$ cat src/sv/rk4_second_order_stage_core_assert.svh
// assertion macros shared by the rk4 stage core
`ifndef RK4_SECOND_ORDER_STAGE_CORE_ASSERT_SVH
`define RK4_SECOND_ORDER_STAGE_CORE_ASSERT_SVH

`ifndef SYNTHESIS
`define RK4SS_ASSERT(lbl, clk, rstn, prop, msg) \
    lbl: assert property (@(posedge clk) disable iff (!rstn) prop) else $error(msg);
`define RK4SS_NEVER(lbl, clk, rstn, expr, msg) \
    `RK4SS_ASSERT(lbl, clk, rstn, !(expr), msg)
`else
`define RK4SS_ASSERT(lbl, clk, rstn, prop, msg)
`define RK4SS_NEVER(lbl, clk, rstn, expr, msg)
`endif

`endif

$ cat src/sv/rk4ss_pkg.sv
package rk4ss_pkg;

    localparam int DATA_W             = 32;
    localparam int STAGE_W            = 3;
    localparam int INDEX_W            = 6;
    localparam int INDEX_SPAN         = 2 ** INDEX_W;
    localparam int STATE_ELEMENTS_DEF = 64;
    localparam int QUEUE_DEPTH        = 4;

    localparam logic [DATA_W-1:0] TIME_STEP_RESET = 32'h0001_0000;
    localparam logic [23:0]       DIV3_RECIP      = 24'd2731;

    localparam logic [STAGE_W-1:0] STAGE_START = 3'd1;
    localparam logic [STAGE_W-1:0] STAGE_HALF  = 3'd2;
    localparam logic [STAGE_W-1:0] STAGE_FULL  = 3'd3;
    localparam logic [STAGE_W-1:0] STAGE_FINAL = 3'd4;

    localparam logic [1:0] LANE_START = 2'd0;
    localparam logic [1:0] LANE_HALF  = 2'd1;
    localparam logic [1:0] LANE_FULL  = 2'd2;

    typedef enum logic [2:0] {
        K_PASS,
        K_START,
        K_HALF,
        K_FULL,
        K_FINAL
    } t_kind;

    typedef struct packed {
        t_kind                       kind;
        logic [DATA_W-1:0]           pos;
        logic [DATA_W-1:0]           vel;
        logic [DATA_W-1:0]           acc;
        logic [DATA_W-1:0]           init_p;
        logic [DATA_W-1:0]           init_v;
        logic [2:0][DATA_W-1:0]      hist_v;
        logic [2:0][DATA_W-1:0]      hist_a;
    } t_item;

    typedef struct packed {
        logic [9:0] q;
        logic [1:0] r;
    } t_div3;

    // one radix-1024 digit of an unsigned divide by three
    function automatic t_div3 div3_digit(input logic [1:0] rem, input logic [9:0] dig);
        logic [11:0] v;
        logic [23:0] p;
        logic [11:0] d;
        t_div3       res;
        v     = {rem, dig};
        p     = {12'd0, v} * DIV3_RECIP;
        res.q = p[22:13];
        d     = v - ({2'b00, res.q} + {1'b0, res.q, 1'b0});
        res.r = d[1:0];
        return res;
    endfunction

endpackage

$ cat src/sv/rk4ss_queue.sv
`include "rk4_second_order_stage_core_assert.svh"

module rk4ss_queue import rk4ss_pkg::*; (
    input  logic  i_clk,
    input  logic  i_rst_n,
    input  logic  i_push_valid,
    output logic  o_push_ready,
    input  t_item i_push_item,
    output logic  o_pop_valid,
    input  logic  i_pop_ready,
    output t_item o_pop_item
);

    localparam int PW = $clog2(QUEUE_DEPTH);
    localparam int CW = $clog2(QUEUE_DEPTH + 1);

    t_item          r_buf [QUEUE_DEPTH];
    logic [PW-1:0]  r_wr;
    logic [PW-1:0]  r_rd;
    logic [CW-1:0]  r_count;
    logic [CW-1:0]  n_count;
    logic           w_push;
    logic           w_pop;

    assign o_push_ready = (r_count != CW'(QUEUE_DEPTH));
    assign o_pop_valid  = (r_count != '0);
    assign o_pop_item   = r_buf[r_rd];
    assign w_push       = i_push_valid && o_push_ready;
    assign w_pop        = o_pop_valid && i_pop_ready;

    always_comb begin
        n_count = r_count;
        if (w_push && !w_pop) begin
            n_count = r_count + 1'b1;
        end else if (w_pop && !w_push) begin
            n_count = r_count - 1'b1;
        end
    end

    always_ff @(posedge i_clk) begin
        if (!i_rst_n) begin
            r_wr    <= '0;
            r_rd    <= '0;
            r_count <= '0;
        end else begin
            if (w_push) begin
                r_wr <= r_wr + 1'b1;
            end
            if (w_pop) begin
                r_rd <= r_rd + 1'b1;
            end
            r_count <= n_count;
        end
    end

    always_ff @(posedge i_clk) begin
        if (w_push) begin
            r_buf[r_wr] <= i_push_item;
        end
    end

    `RK4SS_NEVER(a_count_bound, i_clk, i_rst_n, r_count > CW'(QUEUE_DEPTH), "queue overfilled")
    `RK4SS_ASSERT(a_push_grows, i_clk, i_rst_n, (w_push && !w_pop) |=> (r_count == $past(r_count) + 1'b1), "count lost a push")
    `RK4SS_ASSERT(a_pop_shrinks, i_clk, i_rst_n, (w_pop && !w_push) |=> (r_count == $past(r_count) - 1'b1), "count lost a pop")

endmodule

$ cat config.mk
export PLATFORM = sky130hd
export DESIGN_NAME = rk4ss_queue
export DESIGN_NICKNAME = d
export VERILOG_FILES = /design/src/sv/rk4ss_pkg.sv /design/src/sv/rk4ss_queue.sv
export VERILOG_INCLUDE_DIRS = /design/src /design/src/sv
export SDC_FILE = /design/constraint.sdc
export NUM_CORES = 1
export LEC_CHECK = 0
export BUFFER_PORTS_ARGS = -buffer_cell sky130_fd_sc_hd__clkbuf_2
export CORE_MARGIN = 2
export CORE_UTILIZATION = 45
export CTS_BUF_LIST = sky130_fd_sc_hd__clkbuf_2
export CTS_CLUSTER_SIZE = 20
export DETAILED_ROUTE_END_ITERATION = 10
export PLACE_DENSITY = 0.72
export SKIP_LAST_GASP = 1
export SYNTH_ARGS = -nofsm -noshare
export SYNTH_HDL_FRONTEND = slang
export SYNTH_SLANG_ARGS = --single-unit
$ cat constraint.sdc
create_clock -name i_clk -period 28.7 [get_ports i_clk]
set_input_delay 1.435 -clock i_clk [delete_from_list [all_inputs] [get_ports i_clk]]
set_output_delay 1.435 -clock i_clk [all_outputs]
set_load 0.02 [all_outputs]
==> impl_metrics.tcl, run 1 <==
set metrics [dict create \
    outcome "finished, final reports clean" \
    min_period_ns 7.36 \
    r2r_end "r_buf[1][200]" \
    cp.arrival_ns 5.93 \
    drt_iter0_markers 1975 \
    start_kind "register" \
    hpwlAfterDp_um 67400 \
    synth_seq_area_share_pct 82.3 \
    critical_path_class "reg2out" \
    crit_end "o_pop_item[163]" \
    io_buffers 715 \
    fin_util_pct 55.5 \
    cts_root_buffer "clkbuf_2" \
    yosys_warnings 0 \
    synth_top_cell_by_area "edfxtp_1" \
    grt_max_degree 131 \
    post_cts.repair.setup_buffers 0 \
    syn_area_sq_um 52000 \
    slew_headroom_pct 21.6 \
    worstMarginPinSlew_ns 1.18 \
    ioPinCount 716 \
    crit_path_frequent_cell "buf_4" \
    fin_crit_sh_pct 25.6 \
    cts_made_buffers 356 \
    synth_edf_count 1420 \
    timing.reg2reg.setup_slack_ns 23.81 \
    nNetsFinal 3646 \
    die-area_sq_um 118000 \
    leakage_uw 0.0221 \
    synthCells 1902 \
    grt_pass1_wl_um 166000 \
    clkSinkCount 1429 \
    place_area_sq_um 56800 \
    core-area_sq_um 115000 \
    start_util_pct 45.4 \
    syn_area_per_cell_sq_um 27.4 \
    instances_no_fill 5034 \
    path_delay_family "buffers and inverters" \
    rsz0062_at_grt "false" \
    wl_per_cell_um 22.5 \
    grt.total_usage_pct 18.8 \
    tritoncts "yes" \
    crit_path_end_kind "primary output" \
    cts_buffer_depth 4 \
    cp.depth 5 \
    rows 124 \
    drive_above_1_share_pct 46.6 \
    antenna_found_initial 26 \
    chipWidth_um 344 \
    grt_overflow 0 \
    post-route-cell-area_sq_um 63500 \
    ys.flop_type "edfxtp_1" \
    gp_congestion 0.769 \
    critPathBufInv 4 \
    cts_resized 0 \
    clk_pin_slew_ns 0.11 \
    vias_per_cell 5.17 \
    synth_top_area_share_pct 81.9 \
    reg2reg_depth 6 \
    worstReg2RegStart "r_count[0]" \
    setup_viol 0 \
    insertion_delay_ns 1.66 \
    grt_pass1_vias 28100 \
    first_pass_iters 5 \
    cts_hold_buf 356 \
    wl_um 113000 \
    synth.most_common_cell "edfxtp_1" \
    hp-class "in2reg" \
    dp_cells 4079 \
    vias 26000 \
    powerDensity_nw_per_um2 84.8 \
    synth_async_sr_flop_share_pct 0 \
    worstPathMaxFanout 94 \
    synth_area_leaders "edfxtp_1 82%, mux4_2 15%, buf_12 1.3%" \
    areaGrowthSynthToFinish_pct 22.0 \
    slew_violations 0 \
    critPathMaxStageDelay_ns 0.91 \
    fin_skew_ns 0.123 \
    die_h_um 344 \
    drtAntennaViolNets 0 \
    slowest_stage "buf_4" \
    ys_top_cells_by_count "1420 x edfxtp_1, 355 x mux4_2, 35 x buf_2" \
    drc_errors 0 \
    hold_violations 0 \
    vdd_ir_drop_max_v 0.0000577 \
    ys_types 24 \
    ctsHtreeMaxLevel 5 \
    fin_tns_setup_ns 0 \
    fmax_mhz 136 \
    power.total_uw 5380 \
    synth_nets 2267 \
    synth-seq-cells 1429 \
    drv_cap 0 \
    path_cells "buf_4 > buf_4 > buf_12 > mux4_2 > clkbuf_2" \
    required_ns 27.26 \
]
-- sequential cells by signal, indices dropped and copies added, names as in the netlist, named ones only --
signal   cells
r_count      3
r_buf     1420
r_wr         2
r_rd         2
-- placed cells by master (no fill, tap or decap), types with 2 or more instances in the layout --
cell type      Yosys  final
dfxtp_1            9      7
inv_2              0      3
diode_2            0     23
buf_12            33      2
clkinv_1           0     51
and2_1             8      4
clkinv_2           0     11
mux2i_1            3      3
bufinv_16          0      9
ha_1               5      5
dlygate4sd3_1      0    356
dfxtp_4            0      2
mux4_2           355    355
buf_4              0     28
or3_1              2      2
edfxtp_1        1420   1420
nand2_1            5      5
xnor2_1            3      3
and2_4             0      4
clkbuf_2           0   1217
inv_1              3      3
-- report_power, final --
group | total [uW] | switching (uW) | internal [uW] | leakage [uW]
logic | 1490 | 889 | 596 | 0.00662
registers | 2600 | 67.6 | 2530 | 0.0131
clock network | 1300 | 757 | 543 | 0.00235
total | 5380 | 1710 | 3670 | 0.0221
-- kinds of logic (layout without fill, tap and decap cells) --
| logic type | count (synthesis) | after routing | share of synthesized area [%] |
|---|---|---|---|
| compound gates | 5 | 5 | 0.0769 |
| buf+inv | 83 | 1680 | 1.82 |
| mux | 358 | 358 | 15.4 |
| fa+ha+maj | 6 | 6 | 0.159 |
| xor+xnor | 4 | 4 | 0.0673 |
| other cells | 0 | 23 | 0 |
| simple gates | 17 | 17 | 0.176 |
| flops | 1429 | 1429 | 82.3 |
-- through the flow --
stage,hold slack (ns),setup slack [ns]
after floorplan,0.468,18.15
after global placement,0.477,22.81
after detailed placement,0.515,22.77
after CTS,0.0437,20.90
after global routing,0.153,20.68
final,0.349,21.34
-- how the worst min path moves through the flow --
stage                 startpoint  endpoint  slack, ns  depth (start not counted)
floorplan                r_wr[1]   r_wr[1]       0.47                          2
global placement         r_wr[1]   r_wr[1]       0.48                          2
detailed placement       r_wr[1]   r_wr[1]       0.51                          2
CTS                 i_push_valid   r_wr[1]       0.04                          3
global route        i_push_valid   r_wr[1]       0.15                          3
finish              i_push_valid   r_wr[1]       0.35                          3
-- routing by layer --
layer	up-vias	track usage (%)	share of wire, %
met5	-	0	0.089
met4	16	7.10	2.4
met3	196	7.44	10
met2	1233	30.8	51
met1	13300	22.5	37
li1	11300	-	-
-- layout make-up --
cell class,instances,area (sq um)
fillers,8439,51000
flip-flops and latches,1429,42800
multi-input cells,390,8280
repair buffers,1101,7390
clock buffers,502,2510
well taps,1512,1890
clock inverters,74,528
diodes,23,57.6
inverters,3,11.3
-- worst reg2reg max path, delay by kind of cell (launching register included) --
family	cells	cell delay, ns
AOI/OAI and AO/OA	1	0.34
DFF	1	0.47
and+or+nand+nor	2	0.80
buffers and inverters	3	2.85
Power figures use the tool's default switching activity.
==> run 2: changes to the inputs <==
==> constraint.sdc (replaced) <==
create_clock -name i_clk -period 7.5 [get_ports i_clk]
set_input_delay 0.375 -clock i_clk [delete_from_list [all_inputs] [get_ports i_clk]]
set_output_delay 0.375 -clock i_clk [all_outputs]
set_load 0.02 [all_outputs]
==> run 2 against run 1 <==
  * The run now fails in 4_1_cts
  * Synthesized cell count unchanged
  * Synthesized area stayed put
==> impl_metrics.tcl, run 2 <==
set metrics [dict create \
    synth_area_leaders "edfxtp_1 82%, mux4_2 15%, buf_12 1.3%" \
    cts_buffer_depth 4 \
    io_buffers 715 \
    ys_types 24 \
    synth_async_sr_flop_share_pct 0 \
    cts_resized 0 \
    stop_stage "4_1_cts" \
    chipWidth_um 344 \
    synth_seq_area_share_pct 82.3 \
    dp_slack_ns 4.13 \
    start_util_pct 45.4 \
    outcome "did not finish" \
    ys_top_cells_by_count "1420 x edfxtp_1, 355 x mux4_2, 35 x buf_2" \
    syn_area_sq_um 52000 \
    syn_area_per_cell_sq_um 27.4 \
    cts_root_buffer "clkbuf_2" \
    cts_hold_buf 932 \
    die_h_um 344 \
    synth_top_cell_by_area "edfxtp_1" \
    clkSinkCount 1429 \
    synthCells 1902 \
    ctsHtreeMaxLevel 5 \
    synth_edf_count 1420 \
    post_cts.repair.setup_buffers 0 \
    cts_made_buffers 361 \
    stop_error "[ERROR RSZ-0060] Max buffer count reached." \
    synth.most_common_cell "edfxtp_1" \
    rows 124 \
    hpwlAfterDp_um 64900 \
    synth-seq-cells 1429 \
    ioPinCount 716 \
    synth_top_area_share_pct 81.9 \
    synth_nets 2267 \
    ys.flop_type "edfxtp_1" \
    yosys_warnings 0 \
    gp_congestion 0.769 \
]
## run 2: cell counts after synthesis
Identical to the previous run, type by type.
## run 2: kinds of logic after synthesis
group / Yosys count / synth area share (%)
flip-flops: 1429 / 82.3
buffers and inverters: 83 / 1.82
XOR/XNOR: 4 / 0.0673
AND/OR/NAND/NOR: 17 / 0.176
adder cells (fa/ha/maj): 6 / 0.159
AO/OA/AOI/OAI: 5 / 0.0769
multiplexers: 358 / 15.4
## run 2: per-stage QoR
| stage | hold slack [ns] | instance area [sq um] | utilization, % | std cells |
|---|---|---|---|---|
| detailed placement | 0.509 | 56900 | 49.7 | 4071 |
| global placement | 0.480 | 56900 | 49.7 | 4071 |
| floorplan | 0.468 | 52000 | - | 1902 |
==> run 3: changes to the inputs <==
--- a/config.mk
+++ b/config.mk
@@ -8,11 +8,9 @@
 export LEC_CHECK = 0
 export BUFFER_PORTS_ARGS = -buffer_cell sky130_fd_sc_hd__clkbuf_2
 export CORE_MARGIN = 2
-export CORE_UTILIZATION = 45
-export CTS_BUF_LIST = sky130_fd_sc_hd__clkbuf_2
-export CTS_CLUSTER_SIZE = 20
+export CORE_UTILIZATION = 30
 export DETAILED_ROUTE_END_ITERATION = 10
-export PLACE_DENSITY = 0.72
+export PLACE_DENSITY_LB_ADDON = 0.15
 export SKIP_LAST_GASP = 1
 export SYNTH_ARGS = -nofsm -noshare
 export SYNTH_HDL_FRONTEND = slang
==> run 3 against run 2 <==
  * The run now ends clean
==> impl_metrics.tcl, run 3 (synthesized netlist as in run 1, its figures left out) <==
set metrics [dict create \
    cts_buffer_depth 3 \
    crit_path_frequent_cell "buf_12" \
    wl_met3_um 6610 \
    die-area_sq_um 177000 \
    hpwlAfterDp_um 78600 \
    fmax_mhz 246 \
    cts_made_buffers 158 \
    cts_root_buffer "clkbuf_16" \
    leakage_uw 0.0221 \
    largest_register_ffs 1420 \
    path_cells "buf_12 > buf_12 > mux4_2 > clkbuf_2" \
    met2_length_um 68700 \
    slew_headroom_pct 22.9 \
    routed.top_layer "met5" \
    first_pass_iters 4 \
    cp.arrival_ns 3.69 \
    drv_cap 0 \
    seq_area_sq_um 42800 \
    clk_pin_slew_ns 0.06 \
    die_h_um 420 \
    drt_iter0_markers 1421 \
    place_area_sq_um 57900 \
    reg2reg_depth 5 \
    timing.reg2reg.setup_slack_ns 4.24 \
    drt-met1-wl_um 48200 \
    fin_tns_setup_ns 0 \
    nNetsFinal 3444 \
    holdPathEnd "r_buf[2][324]" \
    post_cts.repair.setup_buffers 0 \
    slowest_stage "dfxtp_4" \
    chipWidth_um 420 \
    vias_per_cell 4.46 \
    powerDensity_nw_per_um2 349 \
    critical_path_class "reg2out" \
    regMostFlops "r_buf" \
    areaGrowthSynthToFinish_pct 27.5 \
    worstMarginPinSlew_ns 1.16 \
    ioPinCount 716 \
    whs_path_depth 2 \
    clkSinkCount 1429 \
    vdd_ir_drop_max_v 0.000363 \
    core-area_sq_um 172000 \
    drc_errors 0 \
    start_kind "register" \
    tritoncts "yes" \
    worstPathMaxFanout 64 \
    fin_skew_ns 0.0250 \
    fin_crit_sh_pct 54.2 \
    drive_above_1_share_pct 40.9 \
    layout_commonest_cell "edfxtp_1" \
    io_buffers 715 \
    hold_violations 0 \
    grt_overflow 0 \
    wl_um 128000 \
    min_period_ns 4.06 \
    mostFrequentLayoutCells "1420 x edfxtp_1, 715 x clkbuf_2, 359 x dlygate4sd3_1" \
    multi_input_area_sq_um 8280 \
    start_util_pct 30.3 \
    grt.total_usage_pct 14.2 \
    r2r_end "r_buf[0][237]" \
    path_delay_family "buffers and inverters" \
    grt_pass1_wl_um 184000 \
    post-route-cell-area_sq_um 66400 \
    hp-class "in2reg" \
    critPathMaxStageDelay_ns 0.89 \
    slew_violations 0 \
    rows 152 \
    rsz0062_at_grt "false" \
    holdCritStartpoint "i_push_item[324]" \
    crit_path_end_kind "primary output" \
    fillers 15700 \
    gp_congestion 0.762 \
    ctsHtreeMaxLevel 4 \
    reg.largest.list "r_buf x1420, r_count x3" \
    outcome "finished, final reports clean" \
    insertion_delay_ns 0.78 \
    wl_per_cell_um 23.2 \
    drtAntennaViolNets 0 \
    worstReg2RegStart "r_count[0]" \
    antenna_found_initial 20 \
    vias 24600 \
    critPathBufInv 3 \
    grt_pass1_vias 26600 \
    setup_viol 0 \
    grt_max_degree 128 \
    required_ns 7.12 \
]
## run 3: cell type report
type                    instances  share of cell area (%)
flip-flops and latches       1429                    64.5
multi-input cells             390                    12.5
repair buffers               1097                    11.3
clock buffers                 205                    6.35
well taps                    2310                    4.35
clock inverters                75                   0.912
diodes                          7                  0.0264
inverters                       3                  0.0170
## run 3: stage by stage
stage | util (%) | total power (uW) | hold slack, ns | setup slack [ns] | std cells
6_report | 38.6 | 23100 | 0.346 | 3.44 | 5516
5_1_grt | 38.6 | 24100 | 0.293 | 3.11 | 5516
4_1_cts | 38.6 | 23600 | 0.250 | 3.23 | 5509
3_5_place_dp | 33.7 | 16100 | 0.490 | 4.12 | 4870
3_3_place_gp | 33.7 | 16000 | 0.478 | 4.15 | 4870
2_1_floorplan | - | 14200 | 0.468 | 1.88 | 1902
## run 3: timing repair
item / CTS / global route
hold buffers: 359 / 0
hold endpoints to repair: 1429 / 0
gates resized for setup: 0 / 0
setup endpoints to repair: 0 / 0
## run 3: per-layer routing
metal	up-vias	track usage [%]
met5	-	0
met4	8	5.44
met3	221	3.63
met2	650	25.4
met1	13100	16.2
li1	10700	-
## run 3: worst max path at each step
stage	from	to	slack (ns)	depth (start not counted)
4_1_cts	register	o_pop_item[17]	3.23	4
3_5_place_dp	register	o_pop_item[17]	4.12	4
6_report	register	o_pop_item[17]	3.44	4
5_1_grt	register	o_pop_item[72]	3.11	4
2_1_floorplan	r_count[0]	r_buf[0][0]	1.88	3
3_3_place_gp	register	o_pop_item[16]	4.15	4
## run 3: power by group
part / internal, uW / switching, uW / leakage, uW / total (uW)
Sequential: 9700 / 232 / 0.0131 / 9940
Combinational: 2310 / 3650 / 0.00664 / 5960
Clock: 4170 / 3080 / 0.00234 / 7250
==> run 4: changes to the inputs <==
==> constraint.sdc (replaced) <==
create_clock -name i_clk -period 3.4 [get_ports i_clk]
set_input_delay 0.17 -clock i_clk [delete_from_list [all_inputs] [get_ports i_clk]]
set_output_delay 0.17 -clock i_clk [all_outputs]
set_load 0.02 [all_outputs]
==> run 4 against run 3 <==
  * Die area stayed put
  * Highest routed layer unchanged
  * Combinational power is 130% higher
  * Clock power is 130% higher
  * Largest cell class unchanged
  * Flip-flop and latch count stayed put
  * Sequential power is 120% higher
==> impl_metrics.tcl, run 4 (synthesized netlist as in run 1, its figures left out) <==
set metrics [dict create \
    start_kind "register" \
    ctsHtreeMaxLevel 4 \
    vias_per_cell 4.47 \
    core-area_sq_um 172000 \
    cts_made_buffers 159 \
    post_cts.repair.setup_buffers 0 \
    instances_no_fill 5588 \
    powerDensity_nw_per_um2 776 \
    power.total_uw 52300 \
    fin_skew_ns 0.0220 \
    place_area_sq_um 58800 \
    layout_commonest_cell "edfxtp_1" \
    hpwlAfterDp_um 86900 \
    grt_overflow 0 \
    reg.largest.list "r_buf x1420, r_count x3" \
    dp_cells 4934 \
    rsz0062_at_grt "false" \
    wl_um 133000 \
    nNetsFinal 3509 \
    drive_above_1_share_pct 42.4 \
    wl_per_cell_um 23.7 \
    outcome "finished, final reports clean" \
    clk_pin_slew_ns 0.06 \
    worstPathMaxFanout 31 \
    first_pass_iters 5 \
    io_buffers 715 \
    start_util_pct 30.3 \
    insertion_delay_ns 0.80 \
    rows 152 \
    grt_pass1_wl_um 190000 \
    gp_congestion 0.765 \
    timing.reg2reg.setup_slack_ns 0.99 \
    tritoncts "yes" \
    drtAntennaViolNets 0 \
    largest_register_ffs 1420 \
    antenna_found_initial 14 \
    drt_iter0_markers 1459 \
    cts_buffer_depth 3 \
    cts_root_buffer "clkbuf_16" \
    clkSinkCount 1429 \
    critical_path_class "reg2out" \
    setup_viol 0 \
    hold_violations 0 \
    post-route-cell-area_sq_um 67500 \
    required_ns 3.23 \
    fin_crit_sh_pct 86.4 \
    die_h_um 420 \
    chipWidth_um 420 \
    regMostFlops "r_buf" \
    slew_violations 0 \
    grt.total_usage_pct 14.8 \
    vdd_ir_drop_max_v 0.000508 \
    areaGrowthSynthToFinish_pct 29.7 \
    drc_errors 0 \
    ioPinCount 716 \
    hp-class "in2reg" \
    vias 25000 \
    leakage_uw 0.0226 \
    grt_pass1_vias 27400 \
    mostFrequentLayoutCells "1420 x edfxtp_1, 715 x clkbuf_2, 359 x dlygate4sd3_1" \
    worstMarginPinSlew_ns 0.898 \
    drv_cap 0 \
    crit_path_end_kind "primary output" \
    cp.arrival_ns 2.77 \
    die-area_sq_um 177000 \
    min_period_ns 2.94 \
    cts_resized 0 \
    grt_max_degree 99 \
    slew_headroom_pct 40.1 \
    fmax_mhz 340 \
]
==> run 4: per-layer routing <==
| metal | track usage (%) | wire [um] |
|---|---|---|
| met1 | 16.8 | 49800 |
| met2 | 26.3 | 70400 |
| met3 | 4.06 | 7610 |
| met4 | 6.01 | 4750 |
| met5 | 0 | 36 |
==> run 4: where the power goes <==
part | switching [uW] | internal (uW)
sequential | 440 | 21400
clock | 6930 | 9850
combinational | 8300 | 5450
total | 15700 | 36700
==> run 4: layout make-up <==
cell class / count / area [sq um]
Clock inverter: 85 / 856
Fill cell: 15600 / 104000
Tap cell: 2310 / 2890
Multi-Input combinational cell: 390 / 8300
Inverter: 3 / 11.3
Timing Repair Buffer: 1161 / 8330
Antenna cell: 9 / 22.5
Sequential cell: 1429 / 42800
Clock buffer: 201 / 4240
==> run 4: repair_timing <==
action / in CTS / in global routing
setup endpoints to repair: 0 / 0
hold endpoints to repair: 1429 / 0
hold buffers: 359 / 0
==> run 4: critical path, stage by stage (launching register included) <==
cell,delay [ns]
dfxtp_4,0.60
buf_12,0.26
buf_12,0.28
mux4_2,0.57
clkbuf_2,0.19
==> run 4: worst paths after layout <==
| path | endpoint | start | depth (start not counted) |
|---|---|---|---|
| setup / recovery | o_pop_item[350] | register | 4 |
| hold / removal | r_buf[2][299] | i_push_item[299] | 2 |
| hold reg to reg | r_wr[1] | r_wr[1] | 2 |
| setup reg to reg | r_count[1] | r_count[1] | 7 |
==> run 4: metrics by stage <==
stage               setup WS (ns)  util, %  hold slack [ns]  setup TNS, ns
floorplan                  -0.192        -            0.269        -272.80
detailed placement           1.07     34.2            0.389              0
global route                0.234     39.3           0.0794              0
finish                      0.462     39.3            0.133              0
global placement             1.12     34.2            0.380              0
CTS                         0.268     39.2           0.0292              0
